[config.mk]
export PLATFORM = sky130hd
export DESIGN_NAME = ubx_frame_receiver
export DESIGN_NICKNAME = d
export VERILOG_FILES = /design/src/hdl/ubx_pkg.sv /design/src/hdl/ubx_frame_receiver.sv /design/src/hdl/ubx_parse.sv
export SDC_FILE = /design/constraint.sdc
export NUM_CORES = 1
export LEC_CHECK = 0
export BUFFER_PORTS_ARGS = -buffer_cell sky130_fd_sc_hd__buf_2
export CAP_MARGIN = 20
export CELL_PAD_IN_SITES_DETAIL_PLACEMENT = 1
export CELL_PAD_IN_SITES_GLOBAL_PLACEMENT = 2
export CORE_UTILIZATION = 35
export DETAILED_ROUTE_END_ITERATION = 8
export HOLD_SLACK_MARGIN = 0.06
export PLACE_DENSITY_LB_ADDON = 0.1
export SLEW_MARGIN = 20
export SYNTH_ARGS = -nofsm -noshare
export SYNTH_HDL_FRONTEND = slang
export SYNTH_SLANG_ARGS = --single-unit
[constraint.sdc]
create_clock -name i_clk -period 4 [get_ports i_clk]
set_clock_uncertainty 0.05 [all_clocks]
set_input_delay 0.4 -clock i_clk [delete_from_list [all_inputs] [get_ports i_clk]]
set_output_delay 0.4 -clock i_clk [all_outputs]
set_load 0.03 [all_outputs]
[src/hdl/ubx_pkg.sv]
`timescale 1ns / 1ps

package ubx_pkg;

    localparam logic [7:0] SYNC_FIRST  = 8'hB5;
    localparam logic [7:0] SYNC_SECOND = 8'h62;

    localparam logic [1:0] KIND_PAYLOAD = 2'd0;
    localparam logic [1:0] KIND_GOOD    = 2'd1;
    localparam logic [1:0] KIND_CKA_BAD = 2'd2;
    localparam logic [1:0] KIND_CKB_BAD = 2'd3;

    localparam logic [1:0] REG_CLASS  = 2'd0;
    localparam logic [1:0] REG_ID     = 2'd1;
    localparam logic [1:0] REG_LENGTH = 2'd2;

    typedef enum logic [8:0] {
        PH_SYNC1   = 9'b000000001,
        PH_SYNC2   = 9'b000000010,
        PH_CLASS   = 9'b000000100,
        PH_ID      = 9'b000001000,
        PH_LEN_LO  = 9'b000010000,
        PH_LEN_HI  = 9'b000100000,
        PH_PAYLOAD = 9'b001000000,
        PH_CKA     = 9'b010000000,
        PH_CKB     = 9'b100000000
    } t_phase;

    typedef struct packed {
        logic [7:0]  exp_class;
        logic [7:0]  exp_id;
        logic [15:0] exp_length;
    } t_cfg;

    typedef struct packed {
        t_phase      phase;
        logic [15:0] byte_pos;
        logic [7:0]  sum_a;
        logic [7:0]  sum_b;
    } t_state;

    typedef struct packed {
        logic [1:0]  kind;
        logic [7:0]  data;
        logic [15:0] index;
    } t_result;

endpackage

[src/hdl/ubx_frame_receiver.sv]
`timescale 1ns / 1ps

// channel   direction  handshake                   fields
// rx        in         i_rx_valid / o_rx_ready     i_rx_byte
// result    out        o_res_valid / i_res_ready   o_kind, o_data, o_index
// config    in         i_cfg_wr_en                 i_cfg_index, i_cfg_wdata
//
// one word accepted per cycle while o_rx_ready is high; the parser state updates at the accepting edge
// and a result is registered at that same edge, in the output register or, while that is held, in the skid
// a two-entry output stage (result register plus skid) lets input run on while
// a result waits; o_rx_ready drops only while the skid entry is full
// synchronous active-low reset returns to hunting and loads the register defaults

module ubx_frame_receiver
    import ubx_pkg::*;
(
    input  logic        i_clk,
    input  logic        i_rst_n,
    input  logic        i_rx_valid,
    output logic        o_rx_ready,
    input  logic [7:0]  i_rx_byte,
    output logic        o_res_valid,
    input  logic        i_res_ready,
    output logic [1:0]  o_kind,
    output logic [7:0]  o_data,
    output logic [15:0] o_index,
    input  logic        i_cfg_wr_en,
    input  logic [1:0]  i_cfg_index,
    input  logic [15:0] i_cfg_wdata
);

    t_cfg    r_cfg;
    t_state  r_state;
    t_state  n_state;
    logic    w_res_valid;
    t_result w_res;
    logic    r_out_valid;
    t_result r_out;
    logic    r_skid_valid;
    t_result r_skid;
    logic    w_accept;
    logic    w_out_take;

    assign o_rx_ready = !r_skid_valid;
    assign w_accept   = i_rx_valid && o_rx_ready;
    assign w_out_take = r_out_valid && i_res_ready;

    ubx_parse u_parse (
        .i_byte      (i_rx_byte),
        .i_state     (r_state),
        .i_cfg       (r_cfg),
        .o_state     (n_state),
        .o_res_valid (w_res_valid),
        .o_res       (w_res)
    );

    always_ff @(posedge i_clk) begin
        if (!i_rst_n) begin
            r_cfg.exp_class  <= 8'd1;
            r_cfg.exp_id     <= 8'd7;
            r_cfg.exp_length <= 16'd92;
        end else if (i_cfg_wr_en) begin
            case (i_cfg_index)
                REG_CLASS:  r_cfg.exp_class  <= i_cfg_wdata[7:0];
                REG_ID:     r_cfg.exp_id     <= i_cfg_wdata[7:0];
                REG_LENGTH: r_cfg.exp_length <= i_cfg_wdata;
                default:    r_cfg            <= r_cfg;
            endcase
        end
    end

    always_ff @(posedge i_clk) begin
        if (!i_rst_n) begin
            r_state.phase    <= PH_SYNC1;
            r_state.byte_pos <= '0;
            r_state.sum_a    <= '0;
            r_state.sum_b    <= '0;
        end else if (w_accept) begin
            r_state <= n_state;
        end
    end

    always_ff @(posedge i_clk) begin
        if (!i_rst_n) begin
            r_out_valid  <= 1'b0;
            r_skid_valid <= 1'b0;
        end else if (r_skid_valid) begin
            if (w_out_take) begin
                r_out_valid  <= 1'b1;
                r_skid_valid <= 1'b0;
            end
        end else if (w_accept && w_res_valid) begin
            if (!r_out_valid || w_out_take) begin
                r_out_valid <= 1'b1;
            end else begin
                r_skid_valid <= 1'b1;
            end
        end else if (w_out_take) begin
            r_out_valid <= 1'b0;
        end
    end

    always_ff @(posedge i_clk) begin
        if (r_skid_valid) begin
            if (w_out_take) begin
                r_out <= r_skid;
            end
        end else if (w_accept && w_res_valid) begin
            if (!r_out_valid || w_out_take) begin
                r_out <= w_res;
            end else begin
                r_skid <= w_res;
            end
        end
    end

    assign o_res_valid = r_out_valid;
    assign o_kind      = r_out.kind;
    assign o_data      = r_out.data;
    assign o_index     = r_out.index;

endmodule

[src/hdl/ubx_parse.sv]
`timescale 1ns / 1ps

module ubx_parse
    import ubx_pkg::*;
(
    input  logic [7:0] i_byte,
    input  t_state     i_state,
    input  t_cfg       i_cfg,
    output t_state     o_state,
    output logic       o_res_valid,
    output t_result    o_res
);

    logic [7:0]  w_sum_a;
    logic [7:0]  w_sum_b;
    logic [15:0] w_pos_inc;

    assign w_sum_a   = i_state.sum_a + i_byte;
    assign w_sum_b   = i_state.sum_b + w_sum_a;
    assign w_pos_inc = i_state.byte_pos + 16'd1;

    always_comb begin
        o_state     = i_state;
        o_res_valid = 1'b0;
        o_res       = '0;
        case (i_state.phase)
            PH_SYNC2: begin
                o_state.phase = (i_byte == SYNC_SECOND) ? PH_CLASS : PH_SYNC1;
            end
            PH_CLASS: begin
                if (i_byte == i_cfg.exp_class) begin
                    o_state.sum_a = w_sum_a;
                    o_state.sum_b = w_sum_b;
                    o_state.phase = PH_ID;
                end else begin
                    o_state.phase = PH_SYNC1;
                end
            end
            PH_ID: begin
                if (i_byte == i_cfg.exp_id) begin
                    o_state.sum_a = w_sum_a;
                    o_state.sum_b = w_sum_b;
                    o_state.phase = PH_LEN_LO;
                end else begin
                    o_state.phase = PH_SYNC1;
                end
            end
            PH_LEN_LO: begin
                if (i_byte == i_cfg.exp_length[7:0]) begin
                    o_state.sum_a = w_sum_a;
                    o_state.sum_b = w_sum_b;
                    o_state.phase = PH_LEN_HI;
                end else begin
                    o_state.phase = PH_SYNC1;
                end
            end
            PH_LEN_HI: begin
                if (i_byte == i_cfg.exp_length[15:8]) begin
                    o_state.sum_a = w_sum_a;
                    o_state.sum_b = w_sum_b;
                    o_state.phase = (i_cfg.exp_length == 16'd0) ? PH_CKA : PH_PAYLOAD;
                end else begin
                    o_state.phase = PH_SYNC1;
                end
            end
            PH_PAYLOAD: begin
                o_state.sum_a    = w_sum_a;
                o_state.sum_b    = w_sum_b;
                o_state.byte_pos = w_pos_inc;
                o_res_valid      = 1'b1;
                o_res.kind       = KIND_PAYLOAD;
                o_res.data       = i_byte;
                o_res.index      = i_state.byte_pos;
                if (w_pos_inc >= i_cfg.exp_length || w_pos_inc == 16'd0) begin
                    o_state.phase = PH_CKA;
                end
            end
            PH_CKA: begin
                if (i_byte == i_state.sum_a) begin
                    o_state.phase = PH_CKB;
                end else begin
                    o_res_valid   = 1'b1;
                    o_res.kind    = KIND_CKA_BAD;
                    o_state.phase = PH_SYNC1;
                end
            end
            PH_CKB: begin
                o_res_valid   = 1'b1;
                o_res.kind    = (i_byte == i_state.sum_b) ? KIND_GOOD : KIND_CKB_BAD;
                o_state.phase = PH_SYNC1;
            end
            default: begin
                // hunting, also any stray phase code
                if (i_byte == SYNC_FIRST) begin
                    o_state.byte_pos = '0;
                    o_state.sum_a    = '0;
                    o_state.sum_b    = '0;
                    o_state.phase    = PH_SYNC2;
                end else begin
                    o_state.phase = PH_SYNC1;
                end
            end
        endcase
    end

endmodule

* Yosys cells after proc, flatten, opt, wreduce, memory -nomap -nowiden
Cells that the tools add are included. W data, S select, Z words.
Word-level totals: register bits 127, output and inout port bits 28, input bits 31
Cells by class: $add $sub $neg 3, magnitude comparators 1, multiplexer cells 36, bitwise operators 4, equality and inequality tests 25, reductions and logical operators 27
Operator list (count):
- $mux W26 | 4
- $pmux W16 S6 | 1
- $pmux W9 S8 | 1
- $mux W16 | 4
- $eq A8 B8 Y1 | 6
- $logic_not A16 Y1 | 2
- $mux W32 | 1
- $pmux W16 S2 | 1
- $mux W9 | 3
- $mux W24 | 1
- $add A16 B1 Y16 const B | 1
- $add A8 B8 Y8 | 2
- $ge A16 B16 Y1 | 1
- $ne A2 B1 Y1 const B | 6
- $reduce_and A3 Y1 | 4
- $mux W1 | 10
- $eq A9 B2 Y1 const B | 1
- $eq A9 B3 Y1 const B | 1
- $eq A9 B4 Y1 const B | 1
- $eq A9 B5 Y1 const B | 1
- $eq A9 B6 Y1 const B | 1
- $eq A9 B7 Y1 const B | 1
- $eq A9 B8 Y1 const B | 1
- $eq A9 B9 Y1 const B | 1
- other kinds (25) | 40

* Logic depth before layout (Yosys ltp)
depth in word-level cells 6, mapped depth 16

* Modules after synthesis
Synthesis repeated with hierarchy kept, for this count alone.
Unflattened totals: cell total of the unflattened synthesis 801, area total of the unflattened synthesis 7418.4 sq um
By module, submodules not included:
- ubx_frame_receiver | area each 4658.2 sq um, instances 1, cells an instance 402
- ubx_parse | area each 2760.1 sq um, instances 1, cells an instance 399

* Worst setup path after synthesis
Ideal clock, no wire load.
path kind register to register, start point reg r_state[34] in the netlist's numbering, end point reg r_out, in the netlist o_data[0], enable pin, setup slack 577 ps, cell stages (with the launch flop) 6, setup time 418 ps, path buffers 0, clock period less this slack 3423 ps, arrival 2955 ps, cells stage by stage dfxtp_1 nor4_1 or4b_2 a21oi_1 o21ai_0 a21oi_1
Between the ends: longest elaborated chain between the ends 6, elaborated cells between the ends (all ways) 8
RTL lines:
- start, declared | RTL line ubx_frame_receiver.sv:33 | t_state r_state;
- start signal, assigned | RTL line ubx_frame_receiver.sv:79 | r_state <= n_state;
- $eq A9 B7 Y1 or $eq A9 B9 Y1 (tied branches) | RTL line ubx_parse.sv:26 | case (i_state.phase)
- $reduce_or A2 Y1 (no source line)
- $pmux W1 S2 (*) | RTL line ubx_parse.sv:26
- $logic_and A1 B1 Y1 (*) | RTL line ubx_frame_receiver.sv:108 | end else if (w_accept && w_res_valid) begin
- $reduce_bool A2 Y1 (no source line) (*)
- $reduce_and A3 Y1 (no source line) (*)
- end signal, assigned | RTL line ubx_frame_receiver.sv:106 | r_out <= r_skid;
- end signal, assigned | RTL line ubx_frame_receiver.sv:110 | r_out <= w_res;
- end, declared | RTL line ubx_frame_receiver.sv:38 | t_result r_out;
Mark *: on every way between the ends. The rest lies on a longest branch, timed or not. A chain may end at the register's enable or synchronous reset.

* Worst setup path in the final report
start point reg r_state[16] in the netlist's numbering, end point reg r_state[39] in the netlist's numbering
Between the ends: longest elaborated chain between the ends 5, elaborated cells between the ends (all ways) 6
RTL lines:
- $add A16 B1 Y16 (*) | RTL line ubx_parse.sv:20 | assign w_pos_inc = i_state.byte_pos + 16'd1;
- $ge A16 B16 Y1 or $logic_not A16 Y1 (tied branches) | RTL line ubx_parse.sv:74 | if (w_pos_inc >= i_cfg.exp_length || w_pos_inc == 16'd0) begin
- $logic_or A1 B1 Y1 (*) | RTL line ubx_parse.sv:74
- $ne A2 B1 Y1 (no source line) (*)
- $reduce_and A2 Y1 (no source line) (*)
Marks and branches as above.

==> impl_metrics.tcl <==
set metrics [dict create \
    core_area_sq_um 19700 \
    fin_crit_ps 3600 \
    fin_crit_sh_pct 89.9 \
    die_area_sq_um 20800 \
    rsz0062_at_grt "false" \
    drt_first_iter_violations 172 \
    yosysWarnings 0 \
    synth_cells 784 \
    grtUsageTotal_pct 21.0 \
    finalPower_mw 3.08 \
    fmax_mhz 278 \
    postCtsSetupBuffers 0 \
    power.leakage_nw 3.26 \
    path_max_fanout 7 \
    async_reset_ff_share_pct 0 \
    synth_flop_cell "dfxtp_1" \
    drv_cap 0 \
    synthesis.area_sq_um 7080 \
    grt-ovfl-total 0 \
    outcome "finished clean" \
    gp_congestion 0.797 \
    clk_pin_slew_ps 60 \
    postLayoutSetupSlackWorst_ps 403 \
    cts_buffers 17 \
    yosysUniqueCellTypes 63 \
    wl_um 20200 \
    grt_pass1_wl_um 32900 \
    start_util_pct 36.0 \
    area_growth_pct 15.0 \
    h-tree-depth 4 \
    fp.dieW_um 144 \
    drv_slew 0 \
    hold_buffers 0 \
    die_y_um 144 \
    rows 51 \
    grt_max_degree 46 \
    worstPathArrival_ps 3870 \
    critPathRequiredTime_ps 4270 \
    wl_per_cell_um 18.3 \
    syn_nets 849 \
    max_slew_margin_pct 52.3 \
    clk_path_buf_depth 2 \
    synth_edf_count 52 \
    antenna_cells 0 \
    layout_common_cells "133 x nand2_1, 75 x dfxtp_1, 62 x nor2_1" \
    dp.final_hpwl_um 14800 \
    yosysSeqAreaShare_pct 43.3 \
    power_density_nw_per_um2 378 \
    pre_cts_slack_ps 225 \
    setup_viol 0 \
    clkLatencyLatePin_ps 430 \
    cp-start-kind "flop" \
    critPathKind "flop to flop" \
    dr.pass1.iters 4 \
    crit_path_end_kind "flop" \
    final_nets 890 \
    grt_pass1_vias 6071 \
    final_common_cell "nand2_1" \
    worst_pin_slew_ps 716 \
    hold_viol 0 \
    cts-root-buf "clkbuf_16" \
    cts_sinks 127 \
    ios 59 \
    portBuffers 58 \
    post_cts_resized 0 \
    synth_seq_cells 127 \
    via_per_inst 5.28 \
    post-route-drc-count 0 \
    drive_gt1_share_pct 14.2 \
    cts_tree "done" \
    via_count 5823 \
    synth.avg_cell_area_sq_um 9.03 \
    hp-class "input pin to flop" \
    finalSetupTns_ps 0 \
    max-vdd-ir-drop_mv 0.257 \
    antenna_found_initial 0 \
    drtAntennaViolNets 0 \
]
critical path, stage by stage, from the launching register on:
cell and delay, ps:
dfxtp_1 450, ha_1 320, nand3_1 270, or2_2 390, o21a_1 190, or2_2 330, ha_1 290, nor2b_1 130
o21ai_0 150, o211ai_1 140, a2bb2oi_1 330, nand2_2 220, a211oi_1 230
sequential cells by signal, indices dropped and copies added, names as in the netlist:
register,count
o_data,8
o_kind,2
r_skid,26
r_state,41
r_cfg,32
o_res_valid,1
o_index,16
r_skid_valid,1
Yosys cell counts (21+ instances only):
library cell,instances,share of area (%)
nand2_1,133,7.1
dfxtp_1,75,21
nor2_1,62,3.3
edfxtp_1,52,22
xnor2_1,43,5.3
a21oi_1,36,2.5
ha_1,32,5.7
clkbuf_1,27,1.4
inv_1,26,1.4
and2_1,25,2.2
o21ai_0,24,1.7
a22oi_1,23,2.4
mux2i_1,21,3.0
nand4_1,21,1.9
cells by family (layout without fill, tap and decap cells):
group	after synthesis	count (layout)	share of synthesized area, %
XOR/XNOR	59	59	7.30
flip-flops	127	127	43.3
AO/OA/AOI/OAI	123	123	11.0
multiplexers	23	23	3.29
buffers and inverters	74	128	4.54
adder cells (fa/ha/maj)	34	34	6.22
AND/OR/NAND/NOR	344	344	24.4
area by class of cell:
cell class | instances | area, sq um
fill | 2311 | 11500
clock buffer | 17 | 425
timing repair buffer | 68 | 365
multi-input combinational | 583 | 3700
clock inverter | 15 | 151
inverter | 28 | 105
sequential | 127 | 3060
tap | 265 | 332
per-layer routing:
layer / track usage, % / wire length [um] / vias up
met3: 3.91 / 576 / 25
met4: 6.32 / 314 / 0
li1: - / - / 2835
met2: 35.6 / 9650 / 88
met1: 27.0 / 9630 / 2875
met5: 0 / 0 / -
worst paths after layout:
path | cells past startpoint | to | startpoint | slack [ps]
hold / removal | 3 | r_cfg[15] | i_cfg_wdata[15] | 160
setup / recovery | 12 | r_state[39] | r_state[16] | 400
hold reg to reg | 2 | r_state[14] | r_state[14] | 420
setup reg to reg | 12 | r_state[39] | r_state[16] | 400
through the flow:
stage | area [sq um] | cells | hold WS (ps) | util (%)
after global placement | 7560 | 1071 | 399 | 38.5
after CTS | 8140 | 1103 | 140 | 41.4
after detailed placement | 7560 | 1071 | 403 | 38.5
after global routing | 8140 | 1103 | 158 | 41.4
final | 8140 | 1103 | 164 | 41.4
after floorplan | 7080 | 784 | 386 | -
power by group:
| group | total, mW | leakage (nW) | internal [mW] | switching (mW) |
|---|---|---|---|---|
| Combinational | 0.173 | 1.86 | 0.0676 | 0.106 |
| Sequential | 1.37 | 1.13 | 1.35 | 0.0163 |
| Clock | 1.54 | 0.269 | 0.874 | 0.662 |
| Total | 3.08 | 3.26 | 2.29 | 0.784 |
Power figures use the tool's default switching activity.
